File: config.mk
export PLATFORM = sky130hd
export DESIGN_NAME = echo_error_rate_monitor
export DESIGN_NICKNAME = d
export VERILOG_FILES = /design/src/eerm_pkg.sv /design/src/echo_error_rate_monitor.sv /design/src/eerm_track.sv
export SDC_FILE = /design/constraint.sdc
export NUM_CORES = 1
export LEC_CHECK = 0
export ABC_AREA = 1
export BUFFER_PORTS_ARGS = -buffer_cell sky130_fd_sc_hd__buf_2
export CORE_ASPECT_RATIO = 1.5
export CORE_MARGIN = 2
export CORE_UTILIZATION = 35
export DETAILED_ROUTE_END_ITERATION = 10
export GPL_TIMING_DRIVEN = 0
export SLEW_MARGIN = 20
export SYNTH_ARGS = -nofsm -noshare
export SYNTH_HDL_FRONTEND = slang
export SYNTH_SLANG_ARGS = --single-unit
File: constraint.sdc
create_clock -name clk_i -period 12.79 [get_ports clk_i]
set_input_delay 1.279 -clock clk_i [delete_from_list [all_inputs] [get_ports clk_i]]
set_output_delay 1.279 -clock clk_i [all_outputs]
set_load 0.005 [all_outputs]
File: src/eerm_pkg.sv
// ----------------------------------------------------------------------------
// eerm_pkg
// Shared types and constants for the echo error rate monitor.
// ----------------------------------------------------------------------------
package eerm_pkg;

  // Field widths
  localparam int unsigned EchoW    = 10;
  localparam int unsigned TimeW    = 32;
  localparam int unsigned DistW    = 14;
  localparam int unsigned StreakW  = 16;
  localparam int unsigned CountW   = 7;
  localparam int unsigned PercentW = 7;
  localparam int unsigned CfgIdxW  = 2;

  // Stream packing
  localparam int unsigned InDataW  = 48;
  localparam int unsigned OutDataW = 32;

  localparam int unsigned InEchoLsb = 0;
  localparam int unsigned InTimeLsb = InEchoLsb + EchoW;

  localparam int unsigned OutDistLsb  = 0;
  localparam int unsigned OutInrBit   = OutDistLsb + DistW;
  localparam int unsigned OutTrkBit   = OutInrBit + 1;
  localparam int unsigned OutOkBit    = OutTrkBit + 1;
  localparam int unsigned OutRvBit    = OutOkBit + 1;
  localparam int unsigned OutErrLsb   = OutRvBit + 1;
  localparam int unsigned OutUsedW    = OutErrLsb + PercentW;

  // Parameter defaults
  localparam int unsigned SampleCountDef    = 100;
  localparam int unsigned RecentWindowMsDef = 1000;
  localparam int unsigned MinStreakDef      = 2;

  // Fixed constants
  localparam logic [PercentW-1:0] FullPercent = PercentW'(100);
  localparam logic [StreakW-1:0]  StreakMax   = {StreakW{1'b1}};

  localparam logic [DistW-1:0] MinRangeRst = DistW'(20);
  localparam logic [DistW-1:0] MaxRangeRst = DistW'(4000);

  // Configuration register indexes
  typedef enum logic [CfgIdxW-1:0] {
    REG_MIN_RANGE = 2'd0,
    REG_MAX_RANGE = 2'd1
  } cfg_reg_e;

  // One result item
  typedef struct packed {
    logic [DistW-1:0]    echo_mm;
    logic                in_range;
    logic                tracked;
    logic                counted_success;
    logic                rate_valid;
    logic [PercentW-1:0] error_percent;
  } eerm_result_t;

endpackage

File: src/echo_error_rate_monitor.sv
// ----------------------------------------------------------------------------
// echo_error_rate_monitor
// Scales echo readings to mm, checks the range and keeps a running error rate.
// ----------------------------------------------------------------------------
//
// Channel   Direction  Handshake                  Payload
// s_axis    in         s_axis_tvalid/tready       echo_cm, now_ms
// m_axis    out        m_axis_tvalid/tready       echo_mm .. error_percent
// cfg       in         cfg_valid_i/cfg_ready_o    cfg_index_i, cfg_data_i
//
// An accepted item is registered in the input register, then passes
// through the tracking logic into the result register.
// Throughput is one item per cycle while m_axis does not stall; the
// tracking state updates as an item moves from the input register to the
// result register.
// Reset clears the tracking state and loads min 20 mm / max 4000 mm.
// A stall on m_axis holds the result; the input register still takes one
// more item, then s_axis_tready drops until the result is taken.
//
module echo_error_rate_monitor
  import eerm_pkg::*;
#(
  parameter int unsigned SAMPLE_COUNT     = SampleCountDef,
  parameter int unsigned RECENT_WINDOW_MS = RecentWindowMsDef,
  parameter int unsigned MIN_STREAK       = MinStreakDef
) (
  input  logic                clk_i,
  input  logic                rst_ni,
  // input stream
  input  logic                s_axis_tvalid,
  output logic                s_axis_tready,
  // [9:0] echo_cm, [41:10] now_ms, [47:42] zero
  input  logic [InDataW-1:0]  s_axis_tdata,
  // result stream
  output logic                m_axis_tvalid,
  input  logic                m_axis_tready,
  // [13:0] echo_mm, [14] in_range, [15] tracked, [16] counted_success,
  // [17] rate_valid, [24:18] error_percent, [31:25] zero
  output logic [OutDataW-1:0] m_axis_tdata,
  // configuration write
  input  logic                cfg_valid_i,
  output logic                cfg_ready_o,
  input  logic [CfgIdxW-1:0]  cfg_index_i,
  input  logic [DistW-1:0]    cfg_data_i
);

  logic               in_valid_q;
  logic [EchoW-1:0]   echo_q;
  logic [TimeW-1:0]   now_q;
  logic               out_valid_q;
  eerm_result_t       out_q;
  eerm_result_t       result;
  logic [DistW-1:0]   min_range_q, max_range_q;
  logic               advance;
  logic               in_accept;

  // Move an item into the result register when the slot is free or draining
  assign advance       = in_valid_q && (!out_valid_q || m_axis_tready);
  assign s_axis_tready = !in_valid_q || advance;
  assign in_accept     = s_axis_tvalid && s_axis_tready;
  assign cfg_ready_o   = 1'b1;

  // Configuration registers; unknown indexes drop the write
  always_ff @(posedge clk_i or negedge rst_ni) begin
    if (!rst_ni) begin
      min_range_q <= MinRangeRst;
      max_range_q <= MaxRangeRst;
    end else if (cfg_valid_i) begin
      unique case (cfg_index_i)
        REG_MIN_RANGE: min_range_q <= cfg_data_i;
        REG_MAX_RANGE: max_range_q <= cfg_data_i;
        default: ;
      endcase
    end
  end

  // Input register
  always_ff @(posedge clk_i or negedge rst_ni) begin
    if (!rst_ni) begin
      in_valid_q <= 1'b0;
    end else if (s_axis_tready) begin
      in_valid_q <= s_axis_tvalid;
    end
  end

  always_ff @(posedge clk_i) begin
    if (in_accept) begin
      echo_q <= s_axis_tdata[InEchoLsb +: EchoW];
      now_q  <= s_axis_tdata[InTimeLsb +: TimeW];
    end
  end

  eerm_track #(
    .SAMPLE_COUNT     (SAMPLE_COUNT),
    .RECENT_WINDOW_MS (RECENT_WINDOW_MS),
    .MIN_STREAK       (MIN_STREAK)
  ) u_track (
    .clk_i       (clk_i),
    .rst_ni      (rst_ni),
    .step_i      (advance),
    .echo_cm_i   (echo_q),
    .now_ms_i    (now_q),
    .min_range_i (min_range_q),
    .max_range_i (max_range_q),
    .result_o    (result)
  );

  // Result register: hold while stalled, load on advance
  always_ff @(posedge clk_i or negedge rst_ni) begin
    if (!rst_ni) begin
      out_valid_q <= 1'b0;
    end else if (advance) begin
      out_valid_q <= 1'b1;
    end else if (m_axis_tready) begin
      out_valid_q <= 1'b0;
    end
  end

  always_ff @(posedge clk_i) begin
    if (advance) out_q <= result;
  end

  assign m_axis_tvalid = out_valid_q;
  assign m_axis_tdata  = {{(OutDataW - OutUsedW){1'b0}},
                          out_q.error_percent,
                          out_q.rate_valid,
                          out_q.counted_success,
                          out_q.tracked,
                          out_q.in_range,
                          out_q.echo_mm};

endmodule

File: src/eerm_track.sv
// ----------------------------------------------------------------------------
// eerm_track
// Streak, warmup and success tracking for one reading per step.
// ----------------------------------------------------------------------------
module eerm_track
  import eerm_pkg::*;
#(
  parameter int unsigned SAMPLE_COUNT     = SampleCountDef,
  parameter int unsigned RECENT_WINDOW_MS = RecentWindowMsDef,
  parameter int unsigned MIN_STREAK       = MinStreakDef
) (
  input  logic               clk_i,
  input  logic               rst_ni,
  input  logic               step_i,
  input  logic [EchoW-1:0]   echo_cm_i,
  input  logic [TimeW-1:0]   now_ms_i,
  input  logic [DistW-1:0]   min_range_i,
  input  logic [DistW-1:0]   max_range_i,
  output eerm_result_t       result_o
);

  localparam logic [CountW-1:0]  SampleCnt = CountW'(SAMPLE_COUNT);
  localparam logic [TimeW-1:0]   WindowMs  = TimeW'(RECENT_WINDOW_MS);
  localparam logic [StreakW-1:0] StreakMin = StreakW'(MIN_STREAK);

  logic [StreakW-1:0] streak_q, streak_d;
  logic [TimeW-1:0]   last_time_q, last_time_d;
  logic [CountW-1:0]  warm_q, warm_d;
  logic [CountW-1:0]  succ_q, succ_d;
  logic               done_q, done_d;

  logic [DistW-1:0] scaled_mm;
  logic             got, inr, track;
  logic [TimeW-1:0] elapsed;

  // cm * 10 as (cm * 8) + (cm * 2)
  assign scaled_mm = {1'b0, echo_cm_i, 3'b000} + {3'b000, echo_cm_i, 1'b0};
  assign got       = (echo_cm_i != '0);
  assign inr       = got && (scaled_mm >= min_range_i) && (scaled_mm <= max_range_i);
  assign elapsed   = now_ms_i - last_time_q;
  assign track     = inr || (!got && (streak_q >= StreakMin) && (elapsed < WindowMs));

  always_comb begin
    streak_d    = streak_q;
    last_time_d = last_time_q;
    warm_d      = warm_q;
    succ_d      = succ_q;
    done_d      = done_q;

    if (inr) begin
      if (streak_q != StreakMax) streak_d = streak_q + 1'b1;
      last_time_d = now_ms_i;
    end else if (got) begin
      if (streak_q != '0) streak_d = streak_q - 1'b1;
    end

    if (track) begin
      if (warm_q < SampleCnt) begin
        warm_d = warm_q + 1'b1;
        if (inr) succ_d = succ_q + 1'b1;
        if (warm_d >= SampleCnt) done_d = 1'b1;
      end else if (inr) begin
        if (succ_q < SampleCnt) succ_d = succ_q + 1'b1;
      end else if (succ_q != '0) begin
        succ_d = succ_q - 1'b1;
      end
    end
  end

  always_comb begin
    result_o.echo_mm         = got ? scaled_mm : '0;
    result_o.in_range        = inr;
    result_o.tracked         = track;
    result_o.counted_success = inr;
    result_o.rate_valid      = done_d;
    if (done_d && (succ_d < FullPercent)) begin
      result_o.error_percent = FullPercent - succ_d;
    end else begin
      result_o.error_percent = '0;
    end
  end

  always_ff @(posedge clk_i or negedge rst_ni) begin
    if (!rst_ni) begin
      streak_q    <= '0;
      last_time_q <= '0;
      warm_q      <= '0;
      succ_q      <= '0;
      done_q      <= 1'b0;
    end else if (step_i) begin
      streak_q    <= streak_d;
      last_time_q <= last_time_d;
      warm_q      <= warm_d;
      succ_q      <= succ_d;
      done_q      <= done_d;
    end
  end

endmodule

Word-level counts from Yosys, hierarchy flattened. Index checks and enable logic that the tools add are counted.

Bits of input ports: 69. Logic and storage cells: 75. Register bits after elaboration: 159.

Add/subtract/negate cells: 8. $lt $le $gt $ge: 8. Eq/ne operators: 3. Reductions and logical operators: 25. Muxes and demuxes: 15.

Operator list (number): 16-bit 2-to-1 mux (4); 7-bit 2-to-1 mux (6); 32-bit by 10-bit less-than comparator with 1-bit output (second input constant) (1); 32-bit subtractor (1); 7-bit less-than comparator (second input constant) (3); 16-bit by 1-bit adder with 16-bit output (second input constant) (1); 16-bit by 2-bit greater-or-equal comparator with 1-bit output (second input constant) (1); 16-bit inequality test (second input constant) (1); 16-bit nonzero test (1); 16-bit by 1-bit subtractor with 16-bit output (second input constant) (1); 13-bit by 11-bit adder with 14-bit output (1); 7-bit by 1-bit adder with 7-bit output (second input constant) (2); 14-bit greater-or-equal comparator (1); 14-bit less-or-equal comparator (1); 10-bit nonzero test (1); 7-bit greater-or-equal comparator (second input constant) (1); 1-bit logical AND (7); 7-bit nonzero test (1); 7-bit by 1-bit subtractor with 7-bit output (second input constant) (1); 7-bit subtractor (first input constant) (1); 2-bit AND reduction (3); 2-bit nonzero test (3); 1-bit 2-to-1 mux (5); 4-bit AND reduction (1); other kinds (6) (10).

Longest topological paths before layout. Gate-level depths: netlist (run 1).

Depth in word-level cells: 9. Depth in mapped cells: 39. Depth with buffers taken out: 37.

By module. From an unflattened synthesis (run 1), not the netlist that was laid out.

Cells, all modules: 1480. Area total of the unflattened synthesis: 10965.5 sq um.

Modules (own cells, without submodules): eerm_track (area each 7628.6 sq um, instances 1, cells each 1267); echo_error_rate_monitor (area each 3337.0 sq um, instances 1, cells each 213).

Worst setup path before layout (run 1). No wires, ideal clock.

Kind: flip-flop to flip-flop. Start: register echo_q[0]. End: register u_track.streak_q[15]. Buffers on the path: 2. Data arrival time: 5355 ps. Path slack: 7370 ps. Stages on the path, launching flop included: 38. Library setup time: 65 ps. Path through: edfxtp_1 > ha_1 > fa_1 > nand2_1 > inv_1 > o21ai_0 > nand2_1 > a21oi_1 > o21ai_0 > a21oi_1 > o21bai_1 > xor2_1 > inv_1 > ha_1 > nand4_1 > nor3_1 > o21ai_0 > a22o_1 > (+2 left out) > buf_2 > ha_1 > a21oi_1 > nand2_1 > a21oi_1 > o21ai_0 > a21oi_1 > o21bai_1 > nand2_1 > inv_1 > o21ai_0 > nand2_1 > nand3_1 > nor2_1 > nor2_1 > xor2_1 > nand2_1 > nand2_1.

Cells in the longest elaborated chain, start to end: 6.

Ends and longest elaborated chain: from (decl) (RTL line echo_error_rate_monitor.sv:48) `logic [EchoW-1:0] echo_q;`; from (signal assigned) (RTL line echo_error_rate_monitor.sv:88) `echo_q <= s_axis_tdata[InEchoLsb +: EchoW];`; 13-bit by 11-bit adder with 14-bit output (*) (RTL line eerm_track.sv:37) `assign scaled_mm = {1'b0, echo_cm_i, 3'b000} + {3'b000, echo_cm_i, 1'b0};`; named net u_track.scaled_mm[11] (RTL line eerm_track.sv:32) `logic [DistW-1:0] scaled_mm;`; 14-bit greater-or-equal comparator (RTL line eerm_track.sv:39) `assign inr = got && (scaled_mm >= min_range_i) && (scaled_mm <= max_range_i);`; 1-bit logical AND (RTL line eerm_track.sv:39); 1-bit logical AND (*) (RTL line eerm_track.sv:39); 2-bit inequality test (no line) / 2-bit nonzero test (equally long branches); 4-bit AND reduction (no line); to (signal assigned) (RTL line eerm_track.sv:91) `streak_q <= streak_d;`; to (decl) (RTL line eerm_track.sv:26) `logic [StreakW-1:0] streak_q, streak_d;`.

The timed path passes the listed nets; every way through them passes the cells marked *. A chain may end at the register's enable or synchronous reset.

Worst setup path in the final report (run 1). Ends and elaborated chain as after synthesis.

==> results of run 1 <==
[worst paths after layout]
check | end | slack [ns] | cells past startpoint
worst max-delay path | u_track.streak_q[15] | 6.07 | 37
worst min-delay path | max_range_q[13] | 0.49 | 2
worst max register to register | u_track.streak_q[15] | 6.07 | 37
worst min register to register | max_range_q[13] | 0.49 | 2
max in group asynchronous | u_track.warm_q[4] | 11.42 | 2
min in group asynchronous | u_track.last_time_q[5] | 0.71 | 1
[power by group]
group / total, mW / internal, mW / switching [mW]
Combinational: 1.41 / 0.518 / 0.893
Clock: 0.509 / 0.262 / 0.247
Sequential: 0.749 / 0.666 / 0.0836
Total: 2.67 / 1.45 / 1.22
[flip-flops by register name, indices dropped and copies added (netlist names)]
| signal | flops |
|---|---|
| u_track.last_time_q | 32 |
| u_track.succ_q | 7 |
| u_track.warm_q | 7 |
| u_track.done_q | 1 |
| in_valid_q | 1 |
| now_q | 32 |
| m_axis_tvalid | 1 |
| echo_q | 10 |
| max_range_q | 14 |
| m_axis_tdata | 23 |
| u_track.streak_q | 16 |
| min_range_q | 14 |
[Yosys cell counts (all sizes together)]
cell type  number  share of area [%]
nand2         441                 16
inv           265                9.2
nor2          137                5.0
a21oi          85                3.9
dfrtp          85                 20
o21ai          84                3.9
ha             83                9.6
nand3          68                3.4
edfxtp         65                 18
xor2           29                2.3
clkbuf         21               0.73
nand4          19                1.1
buf            13               0.83
nor3           13               0.60
xnor2          11               0.89
and2            8               0.48
dfstp           8                1.9
nand3b          6               0.42
o21bai          6               0.42
and3            4               0.23
a31oi           3               0.17
clkinv          3               0.10
nor4            3               0.17
conb            2              0.069
fa              2               0.37
o21a            2               0.14
o31ai           2               0.14
a21o            1              0.069
a22o            1              0.081
mux2            1               0.10
mux2i           1              0.092
nor3b           1              0.069
nor4b           1              0.081
o211ai          1              0.069
or2             1              0.058
[routing by layer]
metal / GRT usage (%) / vias to the layer above / share of wire [%]
li1: - / 4899 / -
met1: 18.9 / 4386 / 40
met2: 34.2 / 154 / 54
met3: 2.90 / 45 / 2.5
met4: 8.72 / 0 / 3.6
met5: 0 / - / 0
[worst register-to-register path: cells and delay by family (launching register included)]
family	cells	cell delay (ns)
compound gates	13	2.13
buf+inv	5	0.95
xor+xnor	2	0.35
flops	1	0.49
simple gates	13	1.36
fa+ha+maj	4	1.36
[layout by cell type, fill, tap and decap left out, types with 10 or more instances in the layout]
| master | count |
|---|---|
| sky130_fd_sc_hd__nand4_1 | 19 |
| sky130_fd_sc_hd__buf_4 | 10 |
| sky130_fd_sc_hd__o21ai_0 | 83 |
| sky130_fd_sc_hd__nand2_1 | 430 |
| sky130_fd_sc_hd__ha_1 | 83 |
| sky130_fd_sc_hd__dfrtp_1 | 85 |
| sky130_fd_sc_hd__nand3_1 | 65 |
| sky130_fd_sc_hd__nor2_1 | 127 |
| sky130_fd_sc_hd__edfxtp_1 | 65 |
| sky130_fd_sc_hd__a21oi_1 | 85 |
| sky130_fd_sc_hd__xnor2_1 | 11 |
| sky130_fd_sc_hd__inv_1 | 260 |
| sky130_fd_sc_hd__nor3_1 | 13 |
| sky130_fd_sc_hd__clkbuf_16 | 17 |
| sky130_fd_sc_hd__clkbuf_1 | 21 |
| sky130_fd_sc_hd__xor2_1 | 29 |
| sky130_fd_sc_hd__buf_2 | 90 |
[area by class of cell]
| type | instances | share of cell area [%] |
|---|---|---|
| buffer | 34 | 1.36 |
| clock buffer | 17 | 3.42 |
| clock inverter | 15 | 1.33 |
| inverter | 268 | 8.09 |
| multi-input combinational | 1023 | 43.4 |
| sequential | 158 | 34.4 |
| tap | 400 | 4.02 |
| timing repair buffer | 90 | 3.97 |
[logic make-up (layout without fill, tap and decap cells)]
| group | after synthesis | in the layout |
|---|---|---|
| flops | 158 | 158 |
| other cells | 2 | 9 |
| fa+ha+maj | 85 | 85 |
| buf+inv | 302 | 424 |
| compound gates | 185 | 185 |
| mux | 2 | 2 |
| simple gates | 702 | 702 |
| xor+xnor | 40 | 40 |
==> impl_summary.md, run 1 <==
Power and ir drop
Across the VDD grid, the largest voltage drop is 0.129 mV. The post-route total power is 2.67 mW. The power density of the placed cells is 214 nW/um^2. The total leakage power is 6.55 nW.

Cells and area
The number of antenna diodes is 0. The flip-flop and latch area is approximately 4300 um^2. The core utilization of the finished layout is just over 40%. For this run, the post-layout net count is about 1700. From synthesis to final layout, the design area changed by 14.9%. Fill cells in the final layout number around 3200.

The count of cells in the finished layout, fillers not included, comes to 2005. The area of the multi-input gates is ~5400 um^2. The finished layout cell area is 12500 um^2. The fraction of final layout cells with drive strength greater than 1 is 11.0%.

GRT
The overall fraction of global-route tracks in use is 17.9%. Global routing finished with a remaining overflow of 0. The initial antenna violation count is 0. The first global-routing pass estimated about 46000 um of wire. The largest net degree at the start of global routing is 56. The via count of the first global-routing pass is 9577.

Placed design
The cell count after placement is 1973. The wire-length estimate of the detail-placed layout is approximately 22000 um. The placer congestion estimate is 0.912. The post-placement cell area is roughly 12000 um^2. The count of input and output buffers is 88. OpenSTA, run right after detailed placement, puts the worst setup slack at about 6.1 ns.

Worst setup path
The endpoint type of the worst setup path is a register. The largest single stage delay on the critical path is 0.51 ns. Among the stages of the critical path, the cell type that occurs most often is sky130_fd_sc_hd__nand2_1. The number of buffers and inverters on the critical path is 5. At the worst endpoint, the required time is between 10 and 15 ns. By startpoint and endpoint, the worst setup path is classified as register to register.

The critical path startpoint category is a register. Along the worst path, the maximum fanout reaches 24. The launch point of the critical path is echo_q[0]. The worst endpoint data arrival time is 7.12 ns. The startpoint of the lowest-slack register-to-register path is echo_q[0]. The family of cells with the greatest summed delay on the critical path is compound AO/OA/AOI/OAI gates.

The cell with the largest stage delay on the worst path is sky130_fd_sc_hd__buf_2.

Floorplanning
In this run the count of I/O pins placed on the die edge is 104. The area of the die is between 30000 and 40000 um^2. The region available for standard cell placement spans 30400 um^2. The starting density of the core is 35.7%. The y dimension of the die is between 200 and 250 um. The die is 148 um wide.

After floorplanning, the core was divided into between 70 and 80 placement rows.

Synthesis
The total of warnings raised by yosys is 0. Of the total synthesized cell area, the portion taken by XOR and XNOR cells is 3.23%. The synthesized-area fraction occupied by ao, oa, aoi and oai cells is 8.89%. In this run, synthesis produced a sequential element count of 158. Sequential elements use 39.6% of the synthesized area.

The mux share of post-synthesis cell area is less than 1%. Yosys mapped the design onto 45 distinct sky130hd cell types. The cell count after synthesis is 1476. After synthesis, the largest family of logic cells by area is simple AND/OR/NAND/NOR gates. The synthesized netlist devotes 27.3% of its cell area to simple gates. After synthesis, the mean cell area works out to 7.34 um^2.

After synthesis the cells add up to 10800 um^2. The adder-cell share of the synthesized area is 9.95%.

Drt
The DRC marker count from the first detailed-route iteration is 592. After detailed routing, the total wire length is 27600 um. The count of antenna-violating nets left after detailed routing is 0. The number of remaining DRC errors is 0. The first detailed-routing pass took 5 iterations. In the final routed layout, each cell accounts on average for 13.8 um. In the routed layout, each cell is associated on average with a via count of 4.73.

Across all layers, the routed design uses roughly 9500 vias.

CTS
The number of hold-repair buffers added at the cts stage is 0. The clock reaches the later pin of the worst-skew pair after 0.46 ns. No sink is reached through more buffers than the 2 on the longest clock path. CTS built an H-tree with a depth of 4. Clock tree synthesis found a total of roughly 160 sinks. The CTS tree is done.

After clock tree synthesis, the clock-pin slew on the worst setup and hold paths is ~0.08 ns. Counting the buffers created by CTS gives 17. The post-CTS setup buffer count is 0.

In this run the clock root is driven by a sky130_fd_sc_hd__clkbuf_16. In this run, post-CTS repair resized a total of 0 instances.

STA
Setup repair after global routing left no endpoint under its margin. The worst slew margin relative to its limit is 47.0%. The transition time at the pin with the least slew margin is 0.789 ns. The final period utilization is 52.5%. Setup violations remaining at the end of the flow were counted as 0.

The post-route worst setup slack is 6.07 ns. The number of max-slew violations in the final report is 0. Hold timing on the final database bottoms out at a slack of 0.487 ns. The clock skew after layout is 0.0130 ns. The routed design could run at a clock period as short as about 6.7 ns.

The final setup TNS is 0 ns. Timing would allow up to 0.149 GHz. The number of failing hold endpoints at the final stage was 0.

Run
Across the run, the number of max-cap violations was 0.

Run status
The run finished with clean final reports.

Worst hold path
In this run the most critical hold path is launched from max_range_q[13]. The min-delay analysis places its worst path in the category register to register.
No activity file was read; power rests on OpenSTA's default activity.
==> inputs of run 2 (changes only) <==
clock period = 5.46 ns   (was 12.79 ns; I/O delays follow)
==> run 2 against run 1 <==
Net effect:
- fmax is 26% higher
- count of clock-buffer cells in the layout is the same
- sequential power up 130%
- global-route usage increased by 0.34 points
- final area increased by 4.8%
- setup slack lost 6.0 ns
- core utilization rose by 2.0 points
- routed wire length up 3.4%
- non-clock buffer count increased by 38
- combinational power rose to 2.7 times the previous value
- clock skew hardly changed
- hold slack lost 0.23 ns
==> impl_summary.md, run 2 (same netlist as run 1, synthesis figures left out) <==
Run status
Outcome: complete, no violations (unchanged).

Floorplanning
The y dimension of the die is 220 um (unchanged). The number of top-level design ports is 104 (unchanged). The number of placement rows came to 78 (unchanged).

The die extent in x is 148 um (unchanged). The placeable core area is 30400 um^2 (unchanged). The starting density of the core came to 35.7% (unchanged). The area of the die was 32400 um^2 (unchanged).

STA
The worst slew margin relative to its limit is 44.9% (was 47.0%). The maximum clock frequency is 0.187 GHz (was 0.149 GHz). Unrepaired setup endpoints after global routing: yes (was no). The clock period minus worst slack is 5.35 ns (was 6.72 ns). The final period utilization was 98.0% (was 52.5%). The clock skew after layout is 0.0127 ns (was 0.0130 ns). The transition time at the pin with the least slew margin was 0.820 ns (was 0.789 ns). The number of failing hold endpoints at the final stage was 0 (unchanged).

The post-route worst setup slack was 0.108 ns (was 6.07 ns). The number of max-slew violations in the final report is 0 (unchanged). The worst hold margin is 0.256 ns (was 0.487 ns). The number of setup violations in the final report came to 0 (unchanged). The final setup TNS is 0 ns (unchanged).

CTS
The clock buffer count from CTS was 17 (unchanged). The clock latency reported for the late side of the worst-skew pair is 0.46 ns (about the same). The CTS sink count is 158 (unchanged). The deepest clock path buffer count is 2 (unchanged). The maximum level of the CTS H-tree is 4 (unchanged). The CTS tree is done (unchanged). The root buffer selected by CTS is sky130_fd_sc_hd__clkbuf_16 (unchanged).

The clock transition at the register clock pins on the worst setup and hold paths after CTS is 0.08 ns (about the same).

Worst setup path
The largest stage delay on the critical path was 0.44 ns (was 0.51 ns). The data required time of the critical path was 5.86 ns (was 13.19 ns). The endpoint type of the worst setup path is a register (unchanged). The worst endpoint data arrival time is 5.75 ns (was 7.12 ns).

The critical path startpoint category is a register (unchanged). The library cell appearing most often on the critical path is sky130_fd_sc_hd__nand2_1 (unchanged). The cell with the largest stage delay on the worst path was sky130_fd_sc_hd__edfxtp_1 (was sky130_fd_sc_hd__buf_2). The startpoint-to-endpoint class of the critical path is register to register (unchanged). The maximum fanout along the worst path came to 5 (was 24).

GRT
The largest net degree at the start of global routing is 56 (unchanged). The total congestion overflow is 0 (unchanged). The overall fraction of global-route tracks in use is 18.3% (was 17.9%). The wire length of the first global-routing pass came to 46700 um (was 45900 um). The initial antenna violation count is 0 (unchanged). The via count of the first global-routing pass came to 9775 (was 9577).

Power and ir drop
The largest voltage drop on the vdd net was 0.302 mV (was 0.129 mV). The power density of the placed cells came to 516 nW/um^2 (was 214 nW/um^2). The post-route total power is 6.73 mW (was 2.67 mW). The total leakage power is 6.79 nW (was 6.55 nW).

Placed design
The minimum setup slack after placement is -1.23 ns (was 6.10 ns). The cell count after placement is 1973 (unchanged). The count of input and output buffers is 88 (unchanged). The placer congestion estimate is 0.912 (unchanged). The detailed placer's ending HPWL was 22100 um (unchanged).

Cells and area
The layout overhead on the synthesized area is 20.4% (was 14.9%). The number of antenna diodes is 0 (unchanged). The final instance count without filler cells is 2043 (was 2005). The fraction of final layout cells with drive strength greater than 1 is 15.7% (was 11.0%).

Most frequent cells in the layout: sky130_fd_sc_hd__nand2_1 (426), sky130_fd_sc_hd__inv_1 (256), sky130_fd_sc_hd__nor2_1 (126), sky130_fd_sc_hd__buf_2 (88), sky130_fd_sc_hd__dfrtp_1 (85) (was sky130_fd_sc_hd__nand2_1 (430), sky130_fd_sc_hd__inv_1 (260), sky130_fd_sc_hd__nor2_1 (127), sky130_fd_sc_hd__buf_2 (90)). The most common cell after layout, fill and taps aside is sky130_fd_sc_hd__nand2_1 (unchanged). The number of nets in the layout is 1784 (was 1746).

Run
The number of maximum-capacitance violations is 0 (unchanged).

Drt
The average vias per placed instance is 4.72 (was 4.73). The number of remaining DRC errors is 0 (unchanged). The number of detailed-routing iterations run before antenna repair was 5 (unchanged). The count of vias placed by the detailed router was 9652 (was 9484). The DRC marker count from the first detailed-route iteration is 541 (was 592). The total routed wirelength is 28500 um (was 27600 um). The routed length per instance is 14.0 um (was 13.8 um). The count of antenna-violating nets left after detailed routing is 0 (unchanged).

Worst hold path
The class of the most critical hold timing path is input port to register (was register to register).
[run 2: cell count changes in the layout (fill, tap and decap cells not counted), sizes merged]
cell,delta
clkbuf,-1
inv,-1
clkinvlp,+1
dlygate4sd3,+1
bufbuf,+1
buf,+37
[run 2: layer usage]
| metal | track usage [%] | routed length (um) |
|---|---|---|
| met1 | 19.0 | 11200 |
| met2 | 35.3 | 15500 |
| met3 | 2.92 | 702 |
| met4 | 8.81 | 1070 |
| met5 | 0 | 0 |
[run 2: through the flow]
step / util [%] / instance area (um^2)
3_5_place_dp: 39.1 / 11900
3_3_place_gp: 38.9 / 11800
5_1_grt: 43.0 / 13000
4_1_cts: 42.4 / 12900
2_1_floorplan: - / 10900
6_report: 43.0 / 13000
[run 2: area by class of cell]
| type | instances | area [um^2] |
|---|---|---|
| Inverter | 268 | 1010 |
| Fill cell | 3083 | 17300 |
| Timing Repair Buffer | 129 | 851 |
| Clock buffer | 17 | 425 |
| Tap cell | 400 | 500 |
| Sequential cell | 158 | 4290 |
| Clock inverter | 15 | 165 |
| Multi-Input combinational cell | 1023 | 5620 |
| Buffer | 33 | 190 |
[run 2: report_power, final]
group	switching, mW	internal (mW)	leakage (nW)
Combinational	2.25	1.53	4.78
Clock	0.583	0.614	0.287
Sequential	0.199	1.56	1.72
Total	3.03	3.70	6.79
[run 2: critical path: cells and delay by family (launching register included)]
kind                     cells  cell delay (ns)
AO/OA/AOI/OAI               13             1.82
AND/OR/NAND/NOR             14             1.22
adder cells (fa/ha/maj)      3             0.73
buffers and inverters        6             0.64
XOR/XNOR                     2             0.44
flip-flops                   1             0.44
[run 2: final timing paths]
check | startpoint | to | slack [ns] | cells past startpoint
max | echo_q[2] | u_track.streak_q[15] | 0.11 | 38
min | s_axis_tdata[14] | now_q[4] | 0.26 | 1
max reg2reg | echo_q[2] | u_track.streak_q[15] | 0.11 | 38
min reg2reg | max_range_q[9] | max_range_q[9] | 0.49 | 2
max in group asynchronous | rst_ni | u_track.warm_q[0] | 4.25 | 3
min in group asynchronous | rst_ni | u_track.last_time_q[5] | 0.55 | 2
[run 2: repair_timing]
| action | 4_1_cts | 5_1_grt |
|---|---|---|
| gates cloned | 2 | 0 |
| hold buffers | 1 | 0 |
| setup endpoints to repair | 21 | 16 |
| gates resized for setup | 41 | 23 |
| setup buffers | 21 | 15 |
| endpoints found under the hold margin | 19 | 0 |
| pin swaps | 22 | 40 |
==> inputs of run 3 (changes only) <==
==> constraint.sdc (replaced) <==
create_clock -name clk_i -period 5.46 [get_ports clk_i]
set_input_delay 0 -clock clk_i [delete_from_list [all_inputs] [get_ports clk_i]]
set_output_delay 0 -clock clk_i [all_outputs]
set_load 0.005 [all_outputs]
==> run 3 against run 2 <==
Net effect:
- critical path type unchanged
- sequential power barely moved
- first-iteration DRC count rose by 2.2%
- final area rose by 4.6%
- cell count rose by 2.9%
- critical path depth did not move
- via count rose by 2.8%
- hold slack got worse by 0.25 ns
- flip-flop and latch count did not move
- register-to-register slack barely moved
- core utilization rose by 2.0 points
- sequential share of layout area fell by 1.4 points
- critical endpoint unchanged
- clock power barely moved
==> impl_summary.md, run 3 (same netlist as run 1, synthesis figures left out) <==
Run status
Outcome: complete, no violations (unchanged).

CTS
The maximum level of the CTS H-tree came to 4 (unchanged). The CTS tree is done (unchanged). The root buffer selected by CTS is sky130_fd_sc_hd__clkbuf_16 (unchanged). The clock buffer count from CTS was 17 (unchanged). The clock latency reported for the late side of the worst-skew pair was 0.46 ns (about the same). The clock transition at the register clock pins on the worst setup and hold paths after CTS came to 0.08 ns (about the same).

The CTS sink count is 158 (unchanged). The deepest clock path buffer count is 2 (unchanged).

Power and ir drop
The largest voltage drop on the vdd net was 0.302 mV (about the same). The post-route total power was 6.77 mW (was 6.73 mW). The total leakage power was 7.04 nW (was 6.79 nW). The power density of the placed cells is 496 nW/um^2 (was 516 nW/um^2).

Drt
The number of remaining DRC errors is 0 (unchanged). The count of antenna-violating nets left after detailed routing is 0 (unchanged). The routed length per instance was 13.8 um (was 14.0 um).

The number of detailed-routing iterations run before antenna repair is 6 (was 5). The average vias per placed instance is 4.72 (about the same). The DRC marker count from the first detailed-route iteration was 553 (was 541). The count of vias placed by the detailed router is 9927 (was 9652). The total routed wirelength came to 29100 um (was 28500 um).

Cells and area
Most frequent cells in the layout: sky130_fd_sc_hd__nand2_1 (426), sky130_fd_sc_hd__inv_1 (256), sky130_fd_sc_hd__nor2_1 (126), sky130_fd_sc_hd__buf_2 (88), sky130_fd_sc_hd__dfrtp_1 (85) (unchanged). The number of antenna diodes came to 0 (unchanged). The fraction of final layout cells with drive strength greater than 1 is 15.1% (was 15.7%). The number of nets in the layout is 1844 (was 1784).

The finished layout cell area was 13600 um^2 (was 13000 um^2). The core utilization of the finished layout is 45.0% (was 43.0%). The most common cell after layout, fill and taps aside is sky130_fd_sc_hd__nand2_1 (unchanged). The layout overhead on the synthesized area was 25.9% (was 20.4%). The number of filler instances in the final layout came to 3031 (was 3083).

GRT
The initial antenna violation count is 0 (unchanged). The busiest layer in global routing is met2 (unchanged). The met1 track demand over resource was 19.2% (was 19.0%).

The overall fraction of global-route tracks in use is 18.6% (was 18.3%). The global-route met3 utilization came to 2.90% (was 2.92%). The wire length of the first global-routing pass is 47600 um (was 46700 um). The largest net degree at the start of global routing was 56 (unchanged).

The met2 track utilization from global routing is 36.0% (was 35.3%). The via count of the first global-routing pass was 10027 (was 9775). The total congestion overflow came to 0 (unchanged).

Worst setup path
The library cell appearing most often on the critical path is sky130_fd_sc_hd__nand2_1 (unchanged). The endpoint type of the worst setup path is a register (unchanged). The cell with the largest stage delay on the worst path is sky130_fd_sc_hd__edfxtp_1 (unchanged). The family of cells with the greatest summed delay on the critical path was compound AO/OA/AOI/OAI gates (unchanged). The setup slack of the most critical reg-to-reg path was 0.1 ns (was 0.11 ns). The maximum fanout along the worst path is 5 (unchanged). The count of cells along the worst register-to-register path is 38 (unchanged). The largest stage delay on the critical path was 0.42 ns (was 0.44 ns). The critical path depth in cells came to 38 (unchanged). The count of buffer and inverter cells on the critical path was 6 (unchanged). The startpoint-to-endpoint class of the critical path was register to register (unchanged). The critical path startpoint category was a register (unchanged). The endpoint of the worst register-to-register path is u_track.streak_q[15] (unchanged). The data required time of the critical path is 5.86 ns (about the same). The startpoint of the lowest-slack register-to-register path is echo_q[2] (unchanged).

The worst endpoint data arrival time was 5.77 ns (was 5.75 ns).

STA
The clock skew after layout was 0.0145 ns (was 0.0127 ns). The worst slew margin relative to its limit is 44.0% (was 44.9%). The number of max-slew violations in the final report is 0 (unchanged). The number of setup violations in the final report was 0 (unchanged). Unrepaired setup endpoints after global routing: yes (unchanged). The maximum clock frequency is 0.186 GHz (was 0.187 GHz). The transition time at the pin with the least slew margin came to 0.833 ns (was 0.820 ns). The worst hold margin is 0.00644 ns (was 0.256 ns). The clock period minus worst slack was 5.36 ns (was 5.35 ns). The post-route worst setup slack is 0.0956 ns (was 0.108 ns). The final period utilization was 98.2% (was 98.0%).

The number of failing hold endpoints at the final stage is 0 (unchanged).

Run
The number of maximum-capacitance violations came to 0 (unchanged).

Floorplanning
The y dimension of the die is 220 um (unchanged). The number of top-level design ports is 104 (unchanged). The area of the die was 32400 um^2 (unchanged). The die extent in x is 148 um (unchanged). The starting density of the core came to 35.7% (unchanged). The placeable core area is 30400 um^2 (unchanged). The number of placement rows is 78 (unchanged).

Worst hold path
The class of the most critical hold timing path is input port to async pin (was input port to register).

Placed design
The minimum setup slack after placement is -1.23 ns (unchanged). The placer congestion estimate is 0.912 (unchanged). The count of input and output buffers is 88 (unchanged). The post-placement cell area came to 11900 um^2 (unchanged). The detailed placer's ending HPWL was 22100 um (unchanged).
==> run 3: per-layer routing <==
layer	part of all wire, %	vias to the layer above
met5	0	-
met4	3.8	0
met3	2.4	59
met2	54	172
met1	39	4608
li1	-	5088
==> run 3: how the worst max path moves through the flow <==
| stage | slack, ns | to | from |
|---|---|---|---|
| after floorplan | 0.04 | u_track.streak_q[15] | echo_q[0] |
| after global placement | -1.15 | u_track.streak_q[15] | echo_q[0] |
| after detailed placement | -1.23 | u_track.streak_q[15] | echo_q[0] |
| after CTS | -0.008 | u_track.streak_q[15] | echo_q[2] |
| after global routing | -0.25 | u_track.streak_q[15] | echo_q[2] |
| final | 0.1 | u_track.streak_q[15] | echo_q[2] |
==> run 3: repair_timing <==
action | in CTS | in global routing
gates resized for setup | 41 | 23
pin swaps | 22 | 40
gates cloned | 2 | 0
hold endpoints to repair | 165 | 0
hold buffers | 61 | 0
endpoints found under the setup margin | 21 | 16
buffers inserted | 21 | 15
==> run 3: power by group <==
part	switching, mW	internal [mW]
clock network	0.584	0.614
logic	2.26	1.55
registers	0.200	1.56
==> run 3: final cells by class <==
| class | count | area [um^2] | share of cell area, % |
|---|---|---|---|
| Buffer | 33 | 190 | 1.39 |
| Clock buffer | 17 | 425 | 3.12 |
| Clock inverter | 15 | 165 | 1.21 |
| Inverter | 268 | 1010 | 7.41 |
| Multi-Input combinational cell | 1023 | 5620 | 41.1 |
| Sequential cell | 158 | 4290 | 31.4 |
| Tap cell | 400 | 500 | 3.67 |
| Timing Repair Buffer | 189 | 1450 | 10.6 |
==> run 3: through the flow <==
stage / std cells / setup TNS, ns
after detailed placement: 1973 / -8.97
after CTS: 2089 / -0.00829
after global routing: 2103 / -0.799
final: 2103 / 0
after floorplan: 1483 / 0
after global placement: 1971 / -7.40
